## config.mk

```make
export PLATFORM = sky130hd
export DESIGN_NAME = unique_value_table
export DESIGN_NICKNAME = d
export VERILOG_FILES = /design/src/uvt_pkg.sv /design/src/uvt_ram.sv /design/src/uvt_cmp.sv /design/src/unique_value_table.sv
export VERILOG_INCLUDE_DIRS = /design/src /design/src/src
export SDC_FILE = /design/constraint.sdc
export NUM_CORES = 1
export LEC_CHECK = 0
export ABC_CLOCK_PERIOD_IN_PS = 6780
export BUFFER_PORTS_ARGS = -buffer_cell sky130_fd_sc_hd__buf_2
export CAP_MARGIN = 10
export CORE_MARGIN = 5
export CORE_UTILIZATION = 50
export CTS_BUF_LIST = sky130_fd_sc_hd__clkbuf_8
export CTS_CLUSTER_DIAMETER = 150
export DETAILED_ROUTE_END_ITERATION = 6
export MAX_ROUTING_LAYER = met4
export PLACE_DENSITY_LB_ADDON = 0.3
export REMOVE_ABC_BUFFERS = 1
export SLEW_MARGIN = 0
export SYNTH_ARGS = -nofsm -noshare
export SYNTH_HDL_FRONTEND = slang
export SYNTH_SLANG_ARGS = --single-unit
```

## constraint.sdc

```tcl
create_clock -name clk -period 6.78 [get_ports clk]
set_input_delay 1.356 -clock clk [delete_from_list [all_inputs] [get_ports clk]]
set_output_delay 1.356 -clock clk [all_outputs]
set_load 0.05 [all_outputs]
```

## src/unique_value_table_defines.svh

```systemverilog
// Assertion macros for the unique value table.
// Depends on nothing; expects clk and rst_n in the including module.
`ifndef UNIQUE_VALUE_TABLE_DEFINES_SVH
`define UNIQUE_VALUE_TABLE_DEFINES_SVH

`ifndef NO_ASSERTIONS
`define UVT_ASSERT_IMPLY(name, ante, cons) \
    name: assert property (@(posedge clk) disable iff (!rst_n) (ante) |-> (cons)) \
        else $error("unique_value_table: same-cycle check failed");
`define UVT_ASSERT_NEXT(name, ante, cons) \
    name: assert property (@(posedge clk) disable iff (!rst_n) (ante) |=> (cons)) \
        else $error("unique_value_table: next-cycle check failed");
`else
`define UVT_ASSERT_IMPLY(name, ante, cons)
`define UVT_ASSERT_NEXT(name, ante, cons)
`endif

`endif

```

## src/uvt_pkg.sv

```systemverilog
// Shared types and codes for the unique value table.
// Used by uvt_cmp, unique_value_table and the sim files; depends on nothing.
package uvt_pkg;

    localparam int VALUE_W = 32;
    localparam int POS_W   = 4;

    typedef enum logic [2:0] {
        CMD_INSERT = 3'd0,
        CMD_SEARCH = 3'd1,
        CMD_MIN    = 3'd2,
        CMD_MAX    = 3'd3,
        CMD_DRAIN  = 3'd4
    } cmd_t;

    typedef enum logic [2:0] {
        ST_OK       = 3'd0,
        ST_DUP      = 3'd1,
        ST_BADVAL   = 3'd2,
        ST_FULL     = 3'd3,
        ST_NOTFOUND = 3'd4,
        ST_EMPTY    = 3'd5
    } status_t;

    typedef struct packed {
        logic [2:0]                cmd;
        logic signed [VALUE_W-1:0] value;
    } cmd_item_t;

    typedef struct packed {
        logic [2:0]                status;
        logic [POS_W-1:0]          position;
        logic signed [VALUE_W-1:0] entry_value;
        logic                      last;
    } rsp_item_t;

    // Result of the shared compare unit
    typedef struct packed {
        logic eq;
        logic lt;
    } cmp_flags_t;

endpackage

```

## src/uvt_ram.sv

```systemverilog
// Generic single-write, single-read RAM with registered read data.
// Depends on nothing.
module uvt_ram #(
    parameter int WIDTH = 32,
    parameter int DEPTH = 16
) (
    input  logic                                          clk,
    input  logic                                          wr_en,
    input  logic [((DEPTH > 1) ? $clog2(DEPTH) : 1)-1:0] wr_addr,
    input  logic [WIDTH-1:0]                              wr_data,
    input  logic                                          rd_en,
    input  logic [((DEPTH > 1) ? $clog2(DEPTH) : 1)-1:0] rd_addr,
    output logic [WIDTH-1:0]                              rd_data
);
    localparam int AW = (DEPTH > 1) ? $clog2(DEPTH) : 1;

    logic [WIDTH-1:0] mem [DEPTH];
    logic [WIDTH-1:0] rd_data_reg;
    logic [AW-1:0]    rd_addr_int;

    assign rd_addr_int = rd_addr;

    always_ff @(posedge clk)
    begin
        if (wr_en)
        begin
            mem[wr_addr] <= wr_data;
        end
        // hold read data when no read is issued
        if (rd_en)
        begin
            rd_data_reg <= mem[rd_addr_int];
        end
    end

    assign rd_data = rd_data_reg;

endmodule

```

## src/uvt_cmp.sv

```systemverilog
// Shared compare unit: equality and signed less-than of two words.
// Depends on uvt_pkg.
module uvt_cmp (
    input  logic [uvt_pkg::VALUE_W-1:0] a,
    input  logic [uvt_pkg::VALUE_W-1:0] b,
    output uvt_pkg::cmp_flags_t         flags
);
    import uvt_pkg::*;

    assign flags.eq = (a == b);
    assign flags.lt = ($signed(a) < $signed(b));

endmodule

```

## src/unique_value_table.sv

```systemverilog
// Unique value table top level: sequencer, entry RAM, shared compare unit.
// Depends on uvt_pkg, uvt_ram, uvt_cmp and unique_value_table_defines.svh.
// Insert, search, min and max walk the stored entries with one RAM read and one compare
// per entry; a search or duplicate hit ends the walk early. Rejects and empty-table
// min, max and drain go straight to the result. One command is handled at a time; drain
// reads each entry and emits it before reading the next. Reset clears fill count and drain order; no clear pass.
`include "unique_value_table_defines.svh"

module unique_value_table #(
    parameter int TABLE_DEPTH = 16
) (
    input  logic                clk,
    input  logic                rst_n,
    // command channel
    input  logic                cmd_valid,
    output logic                cmd_stall,
    input  uvt_pkg::cmd_item_t  cmd_item,
    // result channel
    output logic                rsp_valid,
    input  logic                rsp_stall,
    output uvt_pkg::rsp_item_t  rsp_item,
    // configuration write channel
    input  logic                cfg_valid,
    output logic                cfg_ready,
    input  logic                cfg_drain_order
);
    import uvt_pkg::*;

    localparam int IDX_W = (TABLE_DEPTH > 1) ? $clog2(TABLE_DEPTH) : 1;
    localparam int CNT_W = $clog2(TABLE_DEPTH + 1);
    localparam logic [CNT_W-1:0] FULL_CNT = CNT_W'(TABLE_DEPTH);

    typedef enum logic [2:0] {
        S_IDLE,
        S_SCAN,
        S_RESULT,
        S_DR_ISSUE,
        S_DR_DATA
    } state_t;

    // Sequencer state and working registers
    state_t               state_reg,    state_next;
    cmd_t                 cmd_reg,      cmd_next;
    logic [VALUE_W-1:0]   key_reg,      key_next;
    logic [CNT_W-1:0]     fill_reg,     fill_next;
    logic                 order_reg,    order_next;
    logic [CNT_W-1:0]     scan_idx_reg, scan_idx_next;
    logic                 pend_reg,     pend_next;
    logic [IDX_W-1:0]     pend_idx_reg, pend_idx_next;
    logic [VALUE_W-1:0]   best_val_reg, best_val_next;
    logic [IDX_W-1:0]     best_idx_reg, best_idx_next;
    status_t              status_reg,   status_next;
    logic [CNT_W-1:0]     drain_cnt_reg, drain_cnt_next;
    logic                 rsp_valid_reg, rsp_valid_next;
    rsp_item_t            rsp_item_reg, rsp_item_next;

    // RAM and compare unit hookup
    logic                 ram_wr_en;
    logic [IDX_W-1:0]     ram_wr_addr;
    logic [VALUE_W-1:0]   ram_wr_data;
    logic                 ram_rd_en;
    logic [IDX_W-1:0]     ram_rd_addr;
    logic [VALUE_W-1:0]   ram_rd_data;
    logic [VALUE_W-1:0]   cmp_a;
    logic [VALUE_W-1:0]   cmp_b;
    cmp_flags_t           cmp_flags;

    logic                 out_free;
    logic                 drain_last;
    logic                 bad_value;
    logic [CNT_W-1:0]     rev_idx;

    // Map a table index onto the 4-bit position field
    function automatic logic [POS_W-1:0] to_pos(input logic [IDX_W-1:0] idx);
        logic [IDX_W+POS_W-1:0] ext;
        begin
            ext    = {{POS_W{1'b0}}, idx};
            to_pos = ext[POS_W-1:0];
        end
    endfunction

    uvt_ram #(
        .WIDTH (VALUE_W),
        .DEPTH (TABLE_DEPTH)
    ) u_entries (
        .clk     (clk),
        .wr_en   (ram_wr_en),
        .wr_addr (ram_wr_addr),
        .wr_data (ram_wr_data),
        .rd_en   (ram_rd_en),
        .rd_addr (ram_rd_addr),
        .rd_data (ram_rd_data)
    );

    uvt_cmp u_cmp (
        .a     (cmp_a),
        .b     (cmp_b),
        .flags (cmp_flags)
    );

    // Output register frees up when empty or being taken this cycle
    assign out_free   = !rsp_valid_reg || !rsp_stall;
    assign drain_last = ((drain_cnt_reg + CNT_W'(1)) == fill_reg);
    // Reject odd, zero and negative values
    assign bad_value  = cmd_item.value[0] || (cmd_item.value == '0) ||
                        cmd_item.value[VALUE_W-1];
    // Stack order walks down from the newest entry
    assign rev_idx    = fill_reg - CNT_W'(1) - drain_cnt_reg;

    assign cmd_stall  = (state_reg != S_IDLE);
    assign cfg_ready  = 1'b1;
    assign rsp_valid  = rsp_valid_reg;
    assign rsp_item   = rsp_item_reg;

    // Steer the shared compare unit: min checks entry < best, max checks best < entry,
    // search and duplicate check look for equality with the key.
    always_comb
    begin
        case (cmd_reg)
            CMD_MIN:
            begin
                cmp_a = ram_rd_data;
                cmp_b = best_val_reg;
            end
            CMD_MAX:
            begin
                cmp_a = best_val_reg;
                cmp_b = ram_rd_data;
            end
            default:
            begin
                cmp_a = ram_rd_data;
                cmp_b = key_reg;
            end
        endcase
    end

    always_comb
    begin
        state_next     = state_reg;
        cmd_next       = cmd_reg;
        key_next       = key_reg;
        fill_next      = fill_reg;
        order_next     = order_reg;
        scan_idx_next  = scan_idx_reg;
        pend_next      = 1'b0;
        pend_idx_next  = pend_idx_reg;
        best_val_next  = best_val_reg;
        best_idx_next  = best_idx_reg;
        status_next    = status_reg;
        drain_cnt_next = drain_cnt_reg;
        // drop the held result once taken
        rsp_valid_next = rsp_valid_reg && rsp_stall;
        rsp_item_next  = rsp_item_reg;

        ram_rd_en   = 1'b0;
        ram_rd_addr = scan_idx_reg[IDX_W-1:0];
        ram_wr_en   = 1'b0;
        ram_wr_addr = fill_reg[IDX_W-1:0];
        ram_wr_data = key_reg;

        if (cfg_valid)
        begin
            order_next = cfg_drain_order;
        end

        case (state_reg)
            S_IDLE:
            begin
                if (cmd_valid)
                begin
                    cmd_next       = cmd_t'(cmd_item.cmd);
                    key_next       = cmd_item.value;
                    scan_idx_next  = '0;
                    best_idx_next  = '0;
                    best_val_next  = '0;
                    drain_cnt_next = '0;
                    case (cmd_t'(cmd_item.cmd))
                        CMD_INSERT:
                        begin
                            if (fill_reg == FULL_CNT)
                            begin
                                status_next = ST_FULL;
                                state_next  = S_RESULT;
                            end
                            else if (bad_value)
                            begin
                                status_next = ST_BADVAL;
                                state_next  = S_RESULT;
                            end
                            else
                            begin
                                state_next = S_SCAN;
                            end
                        end
                        CMD_SEARCH:
                        begin
                            state_next = S_SCAN;
                        end
                        CMD_MIN, CMD_MAX:
                        begin
                            if (fill_reg == '0)
                            begin
                                status_next = ST_EMPTY;
                                state_next  = S_RESULT;
                            end
                            else
                            begin
                                state_next = S_SCAN;
                            end
                        end
                        CMD_DRAIN:
                        begin
                            if (fill_reg == '0)
                            begin
                                status_next = ST_EMPTY;
                                state_next  = S_RESULT;
                            end
                            else
                            begin
                                state_next = S_DR_ISSUE;
                            end
                        end
                        default:
                        begin
                            // unknown command: drop it, stay idle
                            state_next = S_IDLE;
                        end
                    endcase
                end
            end

            S_SCAN:
            begin
                if (pend_reg && cmp_flags.eq &&
                    (cmd_reg == CMD_SEARCH || cmd_reg == CMD_INSERT))
                begin
                    // hit: stop the walk early
                    if (cmd_reg == CMD_SEARCH)
                    begin
                        status_next   = ST_OK;
                        best_idx_next = pend_idx_reg;
                        best_val_next = ram_rd_data;
                    end
                    else
                    begin
                        status_next   = ST_DUP;
                        best_idx_next = '0;
                        best_val_next = '0;
                    end
                    state_next = S_RESULT;
                end
                else if (!pend_reg && scan_idx_reg == fill_reg)
                begin
                    // walk finished without a hit
                    case (cmd_reg)
                        CMD_SEARCH:
                        begin
                            status_next   = ST_NOTFOUND;
                            best_idx_next = '0;
                            best_val_next = '0;
                        end
                        CMD_INSERT:
                        begin
                            ram_wr_en     = 1'b1;
                            status_next   = ST_OK;
                            best_idx_next = fill_reg[IDX_W-1:0];
                            best_val_next = key_reg;
                            fill_next     = fill_reg + CNT_W'(1);
                        end
                        default:
                        begin
                            status_next = ST_OK;
                        end
                    endcase
                    state_next = S_RESULT;
                end
                else
                begin
                    // keep the first entry, then only strictly better ones
                    if (pend_reg && (cmd_reg == CMD_MIN || cmd_reg == CMD_MAX) &&
                        (pend_idx_reg == '0 || cmp_flags.lt))
                    begin
                        best_val_next = ram_rd_data;
                        best_idx_next = pend_idx_reg;
                    end
                    // issue the next read
                    if (scan_idx_reg != fill_reg)
                    begin
                        ram_rd_en     = 1'b1;
                        pend_next     = 1'b1;
                        pend_idx_next = scan_idx_reg[IDX_W-1:0];
                        scan_idx_next = scan_idx_reg + CNT_W'(1);
                    end
                end
            end

            S_RESULT:
            begin
                if (out_free)
                begin
                    rsp_valid_next            = 1'b1;
                    rsp_item_next.status      = status_reg;
                    rsp_item_next.position    = to_pos(best_idx_reg);
                    rsp_item_next.entry_value = best_val_reg;
                    rsp_item_next.last        = 1'b1;
                    state_next                = S_IDLE;
                end
            end

            S_DR_ISSUE:
            begin
                ram_rd_en     = 1'b1;
                ram_rd_addr   = order_reg ? drain_cnt_reg[IDX_W-1:0] : rev_idx[IDX_W-1:0];
                pend_idx_next = ram_rd_addr;
                state_next    = S_DR_DATA;
            end

            S_DR_DATA:
            begin
                // RAM holds its read data while the result side stalls
                if (out_free)
                begin
                    rsp_valid_next            = 1'b1;
                    rsp_item_next.status      = ST_OK;
                    rsp_item_next.position    = to_pos(pend_idx_reg);
                    rsp_item_next.entry_value = ram_rd_data;
                    rsp_item_next.last        = drain_last;
                    drain_cnt_next            = drain_cnt_reg + CNT_W'(1);
                    if (drain_last)
                    begin
                        fill_next  = '0;
                        state_next = S_IDLE;
                    end
                    else
                    begin
                        state_next = S_DR_ISSUE;
                    end
                end
            end

            default:
            begin
                state_next = S_IDLE;
            end
        endcase
    end

    always_ff @(posedge clk or negedge rst_n)
    begin
        if (!rst_n)
        begin
            state_reg     <= S_IDLE;
            fill_reg      <= '0;
            order_reg     <= 1'b0;
            pend_reg      <= 1'b0;
            rsp_valid_reg <= 1'b0;
        end
        else
        begin
            state_reg     <= state_next;
            fill_reg      <= fill_next;
            order_reg     <= order_next;
            pend_reg      <= pend_next;
            rsp_valid_reg <= rsp_valid_next;
        end
    end

    // Payload registers: no reset needed
    always_ff @(posedge clk)
    begin
        cmd_reg       <= cmd_next;
        key_reg       <= key_next;
        scan_idx_reg  <= scan_idx_next;
        pend_idx_reg  <= pend_idx_next;
        best_val_reg  <= best_val_next;
        best_idx_reg  <= best_idx_next;
        status_reg    <= status_next;
        drain_cnt_reg <= drain_cnt_next;
        rsp_item_reg  <= rsp_item_next;
    end

    // Fill count never passes the table depth
    `UVT_ASSERT_IMPLY(a_fill_bound, 1'b1, fill_reg <= FULL_CNT)
    // A read in flight during a walk always targets a stored entry
    `UVT_ASSERT_IMPLY(a_pend_in_range, state_reg == S_SCAN && pend_reg, pend_idx_reg < fill_reg)
    // Emitting the final drained entry empties the table and frees the block
    `UVT_ASSERT_NEXT(a_drain_empties, state_reg == S_DR_DATA && out_free && drain_last, fill_reg == '0 && state_reg == S_IDLE)
    // An accepted search always starts a walk over the table
    `UVT_ASSERT_NEXT(a_search_walks, cmd_valid && !cmd_stall && cmd_item.cmd == CMD_SEARCH, state_reg == S_SCAN)

endmodule

```

---- Yosys cells after proc, flatten, opt, wreduce, memory -nomap -nowiden ----
Memory sizes are Yosys's and may differ from the RTL's. A register that Yosys moved wholly into a read port is not among the register bits.
Cells that the tools add are included.
word-level totals
  memory bits (writable) .................. 512
  memories ................................ 1
  register bits ........................... 139
  input port bits ......................... 41
cells by class
  reduce and logical (&&, ||, !) cells .... 39
  $add $sub $neg .......................... 5
  $lt $le $gt $ge ......................... 1
  equal/unequal tests ..................... 31
  multiplexer cells ....................... 73
memories
  name           depth  width  rd ports  clocked after Yosys merged registers in  wr ports  RTL line       RTL
  u_entries.mem  16     32     1         1                                        1         uvt_ram.sv:17  logic [WIDTH-1:0] mem [DEPTH];
operators by type and width
  operator               number
  $mux W32               6
  $pmux W32 S2           3
  $mux W40               2
  $pmux W40 S2           1
  $mux W5                10
  $mux W4                10
  $mux W3                12
  $eq A32 B32 Y1         1
  $logic_not A32 Y1      1
  $lt A32 B32 Y1         1
  $pmux W5 S2            3
  $pmux W4 S2            3
  $eq A3 B2 Y1 const B   6
  $ne A2 B2 Y1 const B   9
  $add A5 B1 Y5 const B  3
  $pmux W3 S5            1
  $mux W1                14
  $pmux W3 S2            2
  $pmux W3 S4            1
  $reduce_and A4 Y1      3
  $reduce_and A6 Y1      2
  $eq A5 B5 Y1           2
  $reduce_bool A2 Y1     5
  $eq A3 B1 Y1 const B   3
  other kinds (23)       45

---- Longest topological paths before layout ----
Gate-level depths: netlist (run 1).
  depth after elaboration ................. 9
  depth in mapped cells ................... 14

---- Modules after synthesis ----
Synthesis (run 1) repeated with hierarchy kept, for this count alone.
second synthesis, totals
  cell total of the unflattened synthesis .. 1593
  area total of the unflattened synthesis .. 28243.3 um^2
modules (own cells, without submodules)
  module              instances  area each (um^2)  cells an instance  seq. area each (um^2)
  uvt_ram             1          20155.6           838                16335.7
  unique_value_table  1          7230.7            638                4119.0
  uvt_cmp             1          857.1             117                0.0

---- Worst setup path after synthesis (run 1) ----
OpenSTA, ideal clock, no wires.
  path type ............................... register to register
  start ................................... register cmd_reg[0]
  end ..................................... register u_entries.rd_data_reg[0], in the netlist u_entries.rd_data[0] (read register of u_entries.mem), enable pin
  path slack .............................. 1.444 ns
  setup time .............................. 0.466 ns
  data arrival time ....................... 4.871 ns
  cell stages (with the launch flop) ...... 14
  path buffers ............................ 3
  path through ............................ edfxtp_1 > clkbuf_1 > buf_1 > mux2i_1 > nor2_1 > a21oi_1 > ha_1 > and4_1 > nor4b_1 > and4_1 > clkbuf_1 > nand2_1 > o21ai_0 > o21ai_0
on the way
  cells in the longest elaborated chain, start to end .. 7
  elaborated cells between the ends (all ways) .. 12
  classes of those cells .................. eq/ne (4); mux (4); reduce/logical (4)
ends and longest elaborated chain
  element                                   RTL line                   RTL
  from (decl)                               unique_value_table.sv:43   cmd_t cmd_reg, cmd_next;
  from (signal assigned)                    unique_value_table.sv:372  cmd_reg <= cmd_next;
  $eq A3 B2 Y1                              unique_value_table.sv:119  case (cmd_reg)
  $pmux W32 S2 or $mux W32 (tied branches)  unique_value_table.sv:119
  $eq A32 B32 Y1                            uvt_cmp.sv:10              assign flags.eq = (a == b);
  $logic_and A1 B1 Y1                       unique_value_table.sv:235  if (pend_reg && cmp_flags.eq &&
  $logic_and A1 B1 Y1 *                     unique_value_table.sv:235
  $mux W1 *                                 unique_value_table.sv:235
  $pmux W1 S2 *                             unique_value_table.sv:167  case (state_reg)
  named net ram_rd_en                       unique_value_table.sv:61   logic ram_rd_en;
  to (decl)                                 uvt_ram.sv:18              logic [WIDTH-1:0] rd_data_reg;
The timed path passes the listed nets; every way through them passes the cells marked *.
A chain may end at the register's enable or synchronous reset.

---- Worst setup path in the final report (run 1) ----
  start ................................... register cmd_reg[1]
  end ..................................... register best_val_reg[28], enable pin
on the way
  cells in the longest elaborated chain, start to end .. 7
  elaborated cells between the ends (all ways) .. 18
  classes of those cells .................. order compare (1); eq/ne (6); mux (2); reduce/logical (9)
ends and longest elaborated chain
  element                                                    RTL line                                              RTL
  $eq A3 B2 Y1                                               unique_value_table.sv:119, unique_value_table.sv:281
  $pmux W32 S2 or $mux W32 (tied branches)                   unique_value_table.sv:119
  $lt A32 B32 Y1 or $eq A32 B32 Y1 (tied branches)           uvt_cmp.sv:11, uvt_cmp.sv:10
  $logic_or A1 B1 Y1 or $logic_and A1 B1 Y1 (tied branches)  unique_value_table.sv:282, unique_value_table.sv:235
  $logic_and A1 B1 Y1 (on tied branches)                     unique_value_table.sv:281, unique_value_table.sv:235
  $ne A4 B4 Y1 (no line) or $ne A5 B5 Y1 (tied branches)     --
  $reduce_and A4 Y1 (no line) *                              --
  to (signal assigned)                                       unique_value_table.sv:376                             best_val_reg <= best_val_next;
  to (decl)                                                  unique_value_table.sv:50                              logic [VALUE_W-1:0] best_val_reg, best_val_next;
Every way passes the cells marked *; elsewhere a longest branch is shown, timed or not.

==> flow_metrics.tcl, run 1 <==
set metrics [dict create \
    outcome "complete, no violations" \
    min_path_type "in -> async" \
    cts_setup_buffers 0 \
    num_vias 15228 \
    slowest_delay_ns 0.84 \
    core_mm2 0.0564 \
    clock.fmax_ghz 0.201 \
    cts_tree "done" \
    crit_slowest_cell "o311a_2" \
    wl_per_cell_um 25.6 \
    synth_cells 1585 \
    num_rows 87 \
    synth_commonest_cells "edfxtp_1, nand2_1, mux2i_1, mux4_2, nor2_1" \
    reg2regPathDepth 12 \
    grt_max_degree 73 \
    finalPower_mw 13.4 \
    routed_wl_um 65600 \
    crit_cells 12 \
    die_y_um 248 \
    switchingPower_mw 4.52 \
    drc 0 \
    cts_made_buffers 107 \
    root_buffer "clkbuf_8" \
    dp_cells 2371 \
    cp_num_buf_inv 1 \
    yosys_warnings 0 \
    netlist.area_leader.share_pct 71.0 \
    finalNetCount 1807 \
    ioPinCount 84 \
    syn_area_mm2 0.0284 \
    tightest_slew_ns 1.19 \
    cts_buffer_depth 3 \
    antenna_found_initial 1 \
    crit_chain "nor2b_1, nand2_1, buf_4, mux2_2, ha_1, a21oi_1, o21ai_1, a221oi_1, nor3_1, a2111oi_0, xnor2_1, o311a_2" \
    post-route-util_pct 56.4 \
    peakVddDrop_v 0.000331 \
    crit_path_end_kind "flop" \
    synth-main-ff-cell "edfxtp_1" \
    yosysMostFrequentCell "edfxtp_1" \
    internal_power_mw 8.89 \
    finalSetupViolations 0 \
    gp_congestion 0.890 \
    die_w_um 248 \
    cellLeakagePower_nw 11.3 \
    rr_startpoint "cmd_reg[1]$_DFFE_PP_" \
    syn_area_per_cell_um2 17.9 \
    post-synth-top-area-cell "edfxtp_1" \
    relSlewSlack_pct 20.9 \
    gr-total-overflow 0 \
    hold_buffers 0 \
    crit_family "compound AO/OA/AOI/OAI gates" \
    worstReg2RegEnd "best_val_reg[28]$_SDFFCE_PN0P_" \
    path_class "reg -> reg" \
    final_antenna_net_count 0 \
    ys_ff_latch 683 \
    drtIter0Drc 1353 \
    yosysSeqAreaShare_pct 72.0 \
    largest_register_ffs 512 \
    ctsResizeCount 0 \
    dp_hpwl_um 38300 \
    synth-edff-count 672 \
    switching_share_pct 33.7 \
    final_layout_size_suffix_gt1_share_pct 24.4 \
    start_util_pct 50.4 \
    maxCapViolCount 0 \
    seqPwrFrac_pct 44.7 \
    fin_skew_ns 0.0628 \
    hold_violations 0 \
    ys_types 54 \
    power.density_mw_per_mm2 422 \
    placed_area_mm2 0.0298 \
    final_area_mm2 0.0318 \
    drt-pass1-iter-count 5 \
    finalMaxSlewViolations 0 \
    grt_pass1_vias 15542 \
    syn_to_final_growth_pct 11.9 \
    crit_arrival_ns 5.30 \
    die-area_mm2 0.0617 \
    preCtsSetupSlack_ns 1.80 \
    r2r_slack_ns 1.80 \
    min_period_over_period_pct 73.5 \
    stdcell_count 2567 \
    grt_pass1_wl_um 98600 \
    start_kind "flop" \
    portBuffers 82 \
    fin_ws_ns 1.80 \
    rsz0062_at_grt "no" \
    cp.required_ns 7.09 \
    crit_fanout 36 \
    grtUsageTotal_pct 21.7 \
    h-tree-depth 3 \
    clk_latency_ns 0.73 \
    vias_per_cell 5.93 \
    clock-sinks 683 \
    post-route-min-period_ns 4.98 \
    ys_async_sr_fraction_pct 1.61 \
    path_clk_slew_ns 0.06 \
    power_frac_clock_pct 24.3 \
    synth_area_leaders "edfxtp_1, mux4_2, mux2i_1" \
    comb_power_share_pct 31.0 \
]
## final cells by class
cell class                      count  area [um2]
Multi-Input combinational cell    802        7660
Timing Repair Buffer              114         676
Sequential cell                   683       20500
Inverter                           16        60.1
Clock buffer                      110        1510
Antenna cell                        1        2.50
Fill cell                        4382       24600
Clock inverter                     85         497
Tap cell                          756         946
## per-layer routing
| layer | wire [um] | GRT usage, % |
|---|---|---|
| met1 | 28200 | 30.4 |
| met2 | 31000 | 33.1 |
| met3 | 4820 | 4.01 |
| met4 | 1580 | 6.46 |
| met5 | 0 | - |
## cells in the final DEF (no fill, tap or decap), types with 6 or more instances in the layout
cell type	instances
o21ai_0	13
and3_2	7
buf_4	30
mux2i_1	132
a21oi_1	54
inv_1	43
buf_2	82
xor2_1	6
clkinv_2	12
o21ai_1	7
nand2_1	132
mux4_2	128
a22oi_1	36
nand3_1	10
nor2_1	93
xnor2_1	11
mux2_2	31
clkinv_1	33
dfrtp_1	11
nor3_1	8
edfxtp_1	672
clkbuf_8	110
ha_1	41
nor4_1	10
## how the worst max path moves through the flow
stage	slack (ns)	to	start
after floorplan	-6.78	u_entries.rd_data[0]$_DFFE_PP_	fill_reg[0]$_DFFE_PN0P_
after global placement	1.90	best_val_reg[12]$_SDFFCE_PN0P_	cmd_reg[1]$_DFFE_PP_
after detailed placement	1.80	best_val_reg[12]$_SDFFCE_PN0P_	cmd_reg[1]$_DFFE_PP_
final	1.80	best_val_reg[28]$_SDFFCE_PN0P_	cmd_reg[1]$_DFFE_PP_
after global routing	1.38	best_val_reg[23]$_SDFFCE_PN0P_	cmd_reg[1]$_DFFE_PP_
after CTS	1.78	best_val_reg[23]$_SDFFCE_PN0P_	cmd_reg[1]$_DFFE_PP_
## cell families (layout without fill, tap and decap cells)
group | count (synthesis) | after routing | synth area share (%)
other cells | 1 | 2 | 0.0132
mux | 291 | 291 | 16.0
compound gates | 140 | 140 | 3.11
fa+ha+maj | 42 | 42 | 1.88
flops | 683 | 683 | 72.0
buf+inv | 100 | 325 | 1.61
xor+xnor | 18 | 18 | 0.581
simple gates | 310 | 310 | 4.81
## power by group through the flow
stage | registers, mW | logic (mW) | clock network [mW]
after global placement | 6.04 | 4.13 | 0
after CTS | 5.98 | 4.21 | 3.34
after detailed placement | 6.06 | 4.19 | 0
after global routing | 6.05 | 4.54 | 3.55
final | 5.99 | 4.16 | 3.26
after floorplan | 6.08 | 3.28 | 0
## stage by stage
step	hold slack [ns]	setup TNS, ns
after floorplan	0.491	-327.75
after global placement	0.572	0
after detailed placement	0.573	0
after CTS	0.454	0
after global routing	0.487	0
final	0.513	0
Power figures use the tool's default switching activity.
==> run 2, diff against run 1 <==
--- a/config.mk
+++ b/config.mk
@@ -6,7 +6,7 @@
 export SDC_FILE = /design/constraint.sdc
 export NUM_CORES = 1
 export LEC_CHECK = 0
-export ABC_CLOCK_PERIOD_IN_PS = 6780
+export ABC_CLOCK_PERIOD_IN_PS = 4200
 export BUFFER_PORTS_ARGS = -buffer_cell sky130_fd_sc_hd__buf_2
 export CAP_MARGIN = 10
 export CORE_MARGIN = 5
==> constraint.sdc (replaced) <==
create_clock -name clk -period 4.2 [get_ports clk]
set_input_delay 0.84 -clock clk [delete_from_list [all_inputs] [get_ports clk]]
set_output_delay 0.84 -clock clk [all_outputs]
set_load 0.05 [all_outputs]
==> run 2 against run 1 <==
- register-to-register slack got worse by 1.5 ns
- sequential share of layout area down 1.3 points
- count of clock-buffer cells in the layout stayed put
- final cell count grew 1.9%
- clock skew decreased by 0.0030 ns
- sequential power up 59%
- first-iteration DRC count increased by 25%
- worst setup slack got worse by 1.5 ns
- combinational power rose by 73%
- utilization increased by 1.2 points
- hold slack got worse by 0.20 ns
==> flow_metrics.tcl, run 2 (synthesis gave the netlist of run 1 again) <==
set metrics [dict create \
    nFillCells 4329 \
    maxCapViolCount 0 \
    grt_pass1_wl_um 101000 \
    cts_buffer_depth 3 \
    stdcell_count 2615 \
    clock-sinks 683 \
    clock.fmax_ghz 0.255 \
    finalMaxSlewViolations 0 \
    crit_path_end_kind "flop" \
    startpoint "cmd_reg[1]$_DFFE_PP_" \
    hp-start "cmd_item[17]" \
    rsz0062_at_grt "no" \
    core_mm2 0.0564 \
    hold_violations 0 \
    final_layout_size_suffix_gt1_share_pct 26.8 \
    crit_arrival_ns 4.28 \
    num_rows 87 \
    cts_tree "done" \
    min_period_over_period_pct 93.3 \
    path_clk_slew_ns 0.07 \
    reg2regPathDepth 13 \
    clk_latency_ns 0.74 \
    mostFrequentLayoutCells "edfxtp_1, mux2i_1, nand2_1" \
    dp_cells 2412 \
    vias_per_cell 5.97 \
    crit_fanout 25 \
    wl_per_cell_um 26.3 \
    post-route-min-period_ns 3.92 \
    cts_made_buffers 109 \
    fin_hold_ws_ns 0.309 \
    drc 0 \
    final_antenna_net_count 0 \
    tightest_slew_ns 1.16 \
    gr-total-overflow 0 \
    routed_wl_um 68600 \
    portBuffers 82 \
    largest_register_ffs 512 \
    drt-pass1-iter-count 5 \
    min_path_type "in -> reg" \
    rr_startpoint "cmd_reg[1]$_DFFE_PP_" \
    grt_pass1_vias 15528 \
    drtIter0Drc 1690 \
    root_buffer "clkbuf_8" \
    hold_end "key_reg[17]$_DFFE_PP_" \
    power.density_mw_per_mm2 684 \
    path_class "reg -> reg" \
    layout_commonest_cell "edfxtp_1" \
    start_kind "flop" \
    num_vias 15600 \
    relSlewSlack_pct 22.4 \
    die-area_mm2 0.0617 \
    finalNetCount 1851 \
    finalSetupViolations 0 \
    gp_congestion 0.881 \
    grt_max_degree 48 \
    outcome "complete, no violations" \
    min_path_cells 1 \
    r2r_slack_ns 0.28 \
    peakVddDrop_v 0.000368 \
    cellLeakagePower_nw 11.6 \
    ioPinCount 84 \
    grtUsageTotal_pct 22.4 \
    h-tree-depth 3 \
    die_y_um 248 \
    die_w_um 248 \
    worstReg2RegEnd "best_val_reg[13]$_SDFFCE_PN0P_" \
    cts_setup_buffers 0 \
    antenna_found_initial 1 \
    dp_hpwl_um 40500 \
    fin_skew_ns 0.0597 \
    start_util_pct 50.4 \
    cp.required_ns 4.56 \
    syn_to_final_growth_pct 14.3 \
]
==> run 2: power breakdown <==
part / leakage, nW / internal, mW / total, mW / switching (mW)
Sequential: 6.27 / 8.77 / 9.50 / 0.729
Clock: 1.19 / 2.90 / 5.55 / 2.65
Combinational: 4.15 / 3.03 / 7.18 / 4.15
Total: 11.6 / 14.7 / 22.2 / 7.52
==> run 2: area by class of cell <==
| class | instances | area [um2] | share of cell area (%) |
|---|---|---|---|
| inverters | 16 | 60.1 | 0.185 |
| diodes | 2 | 5.00 | 0.0154 |
| flip-flops and latches | 683 | 20500 | 63.0 |
| well taps | 756 | 946 | 2.91 |
| clock buffers | 110 | 1510 | 4.66 |
| clock inverters | 90 | 608 | 1.87 |
| multi-input cells | 802 | 7660 | 23.6 |
| repair buffers | 156 | 1220 | 3.76 |
==> run 2: what timing repair did <==
item,in CTS,in global routing
hold buffers,1,0
setup endpoints to repair,0,36
gates resized for setup,0,3
endpoints found under the hold margin,11,0
==> run 2: metal layers <==
layer | vias up | track usage [%] | part of all wire [%]
met5 | - | - | 0
met4 | 0 | 6.48 | 2.3
met3 | 105 | 4.00 | 7.7
met2 | 686 | 33.9 | 47
met1 | 8105 | 31.8 | 43
li1 | 6704 | - | -
==> run 2: stage by stage <==
stage / setup slack (ns) / TNS (ns) / cell area, um2 / util [%] / power [mW]
6_report: 0.281 / 0 / 32500 / 57.6 / 22.2
5_1_grt: 0.0672 / 0 / 32500 / 57.6 / 23.3
4_1_cts: 0.0452 / 0 / 32500 / 57.6 / 22.4
3_5_place_dp: 0.100 / 0 / 30300 / 53.8 / 16.8
3_3_place_gp: 0.119 / 0 / 30300 / 53.8 / 16.7
2_1_floorplan: -9.36 / -1702.15 / 28000 / - / 14.3
==> run 2: how the worst max path moves through the flow <==
stage	end	slack, ns
after CTS	best_val_reg[13]$_SDFFCE_PN0P_	0.05
final	best_val_reg[13]$_SDFFCE_PN0P_	0.28
after floorplan	u_entries.rd_data[0]$_DFFE_PP_	-9.36
after global placement	best_val_reg[17]$_SDFFCE_PN0P_	0.12
after global routing	best_val_reg[13]$_SDFFCE_PN0P_	0.07
after detailed placement	best_val_reg[24]$_SDFFCE_PN0P_	0.10
==> run 2: worst max-delay path: stages (launching register included) <==
cell	delay, ns
edfxtp_1	0.43
nor2b_1	0.18
nand2_1	0.10
buf_4	0.27
mux2_2	0.39
ha_1	0.32
and4_1	0.22
nor4bb_1	0.49
and4_1	0.31
nand2_1	0.09
nand2_1	0.16
a21o_1	0.11
o311a_2	0.19
buf_6	0.28
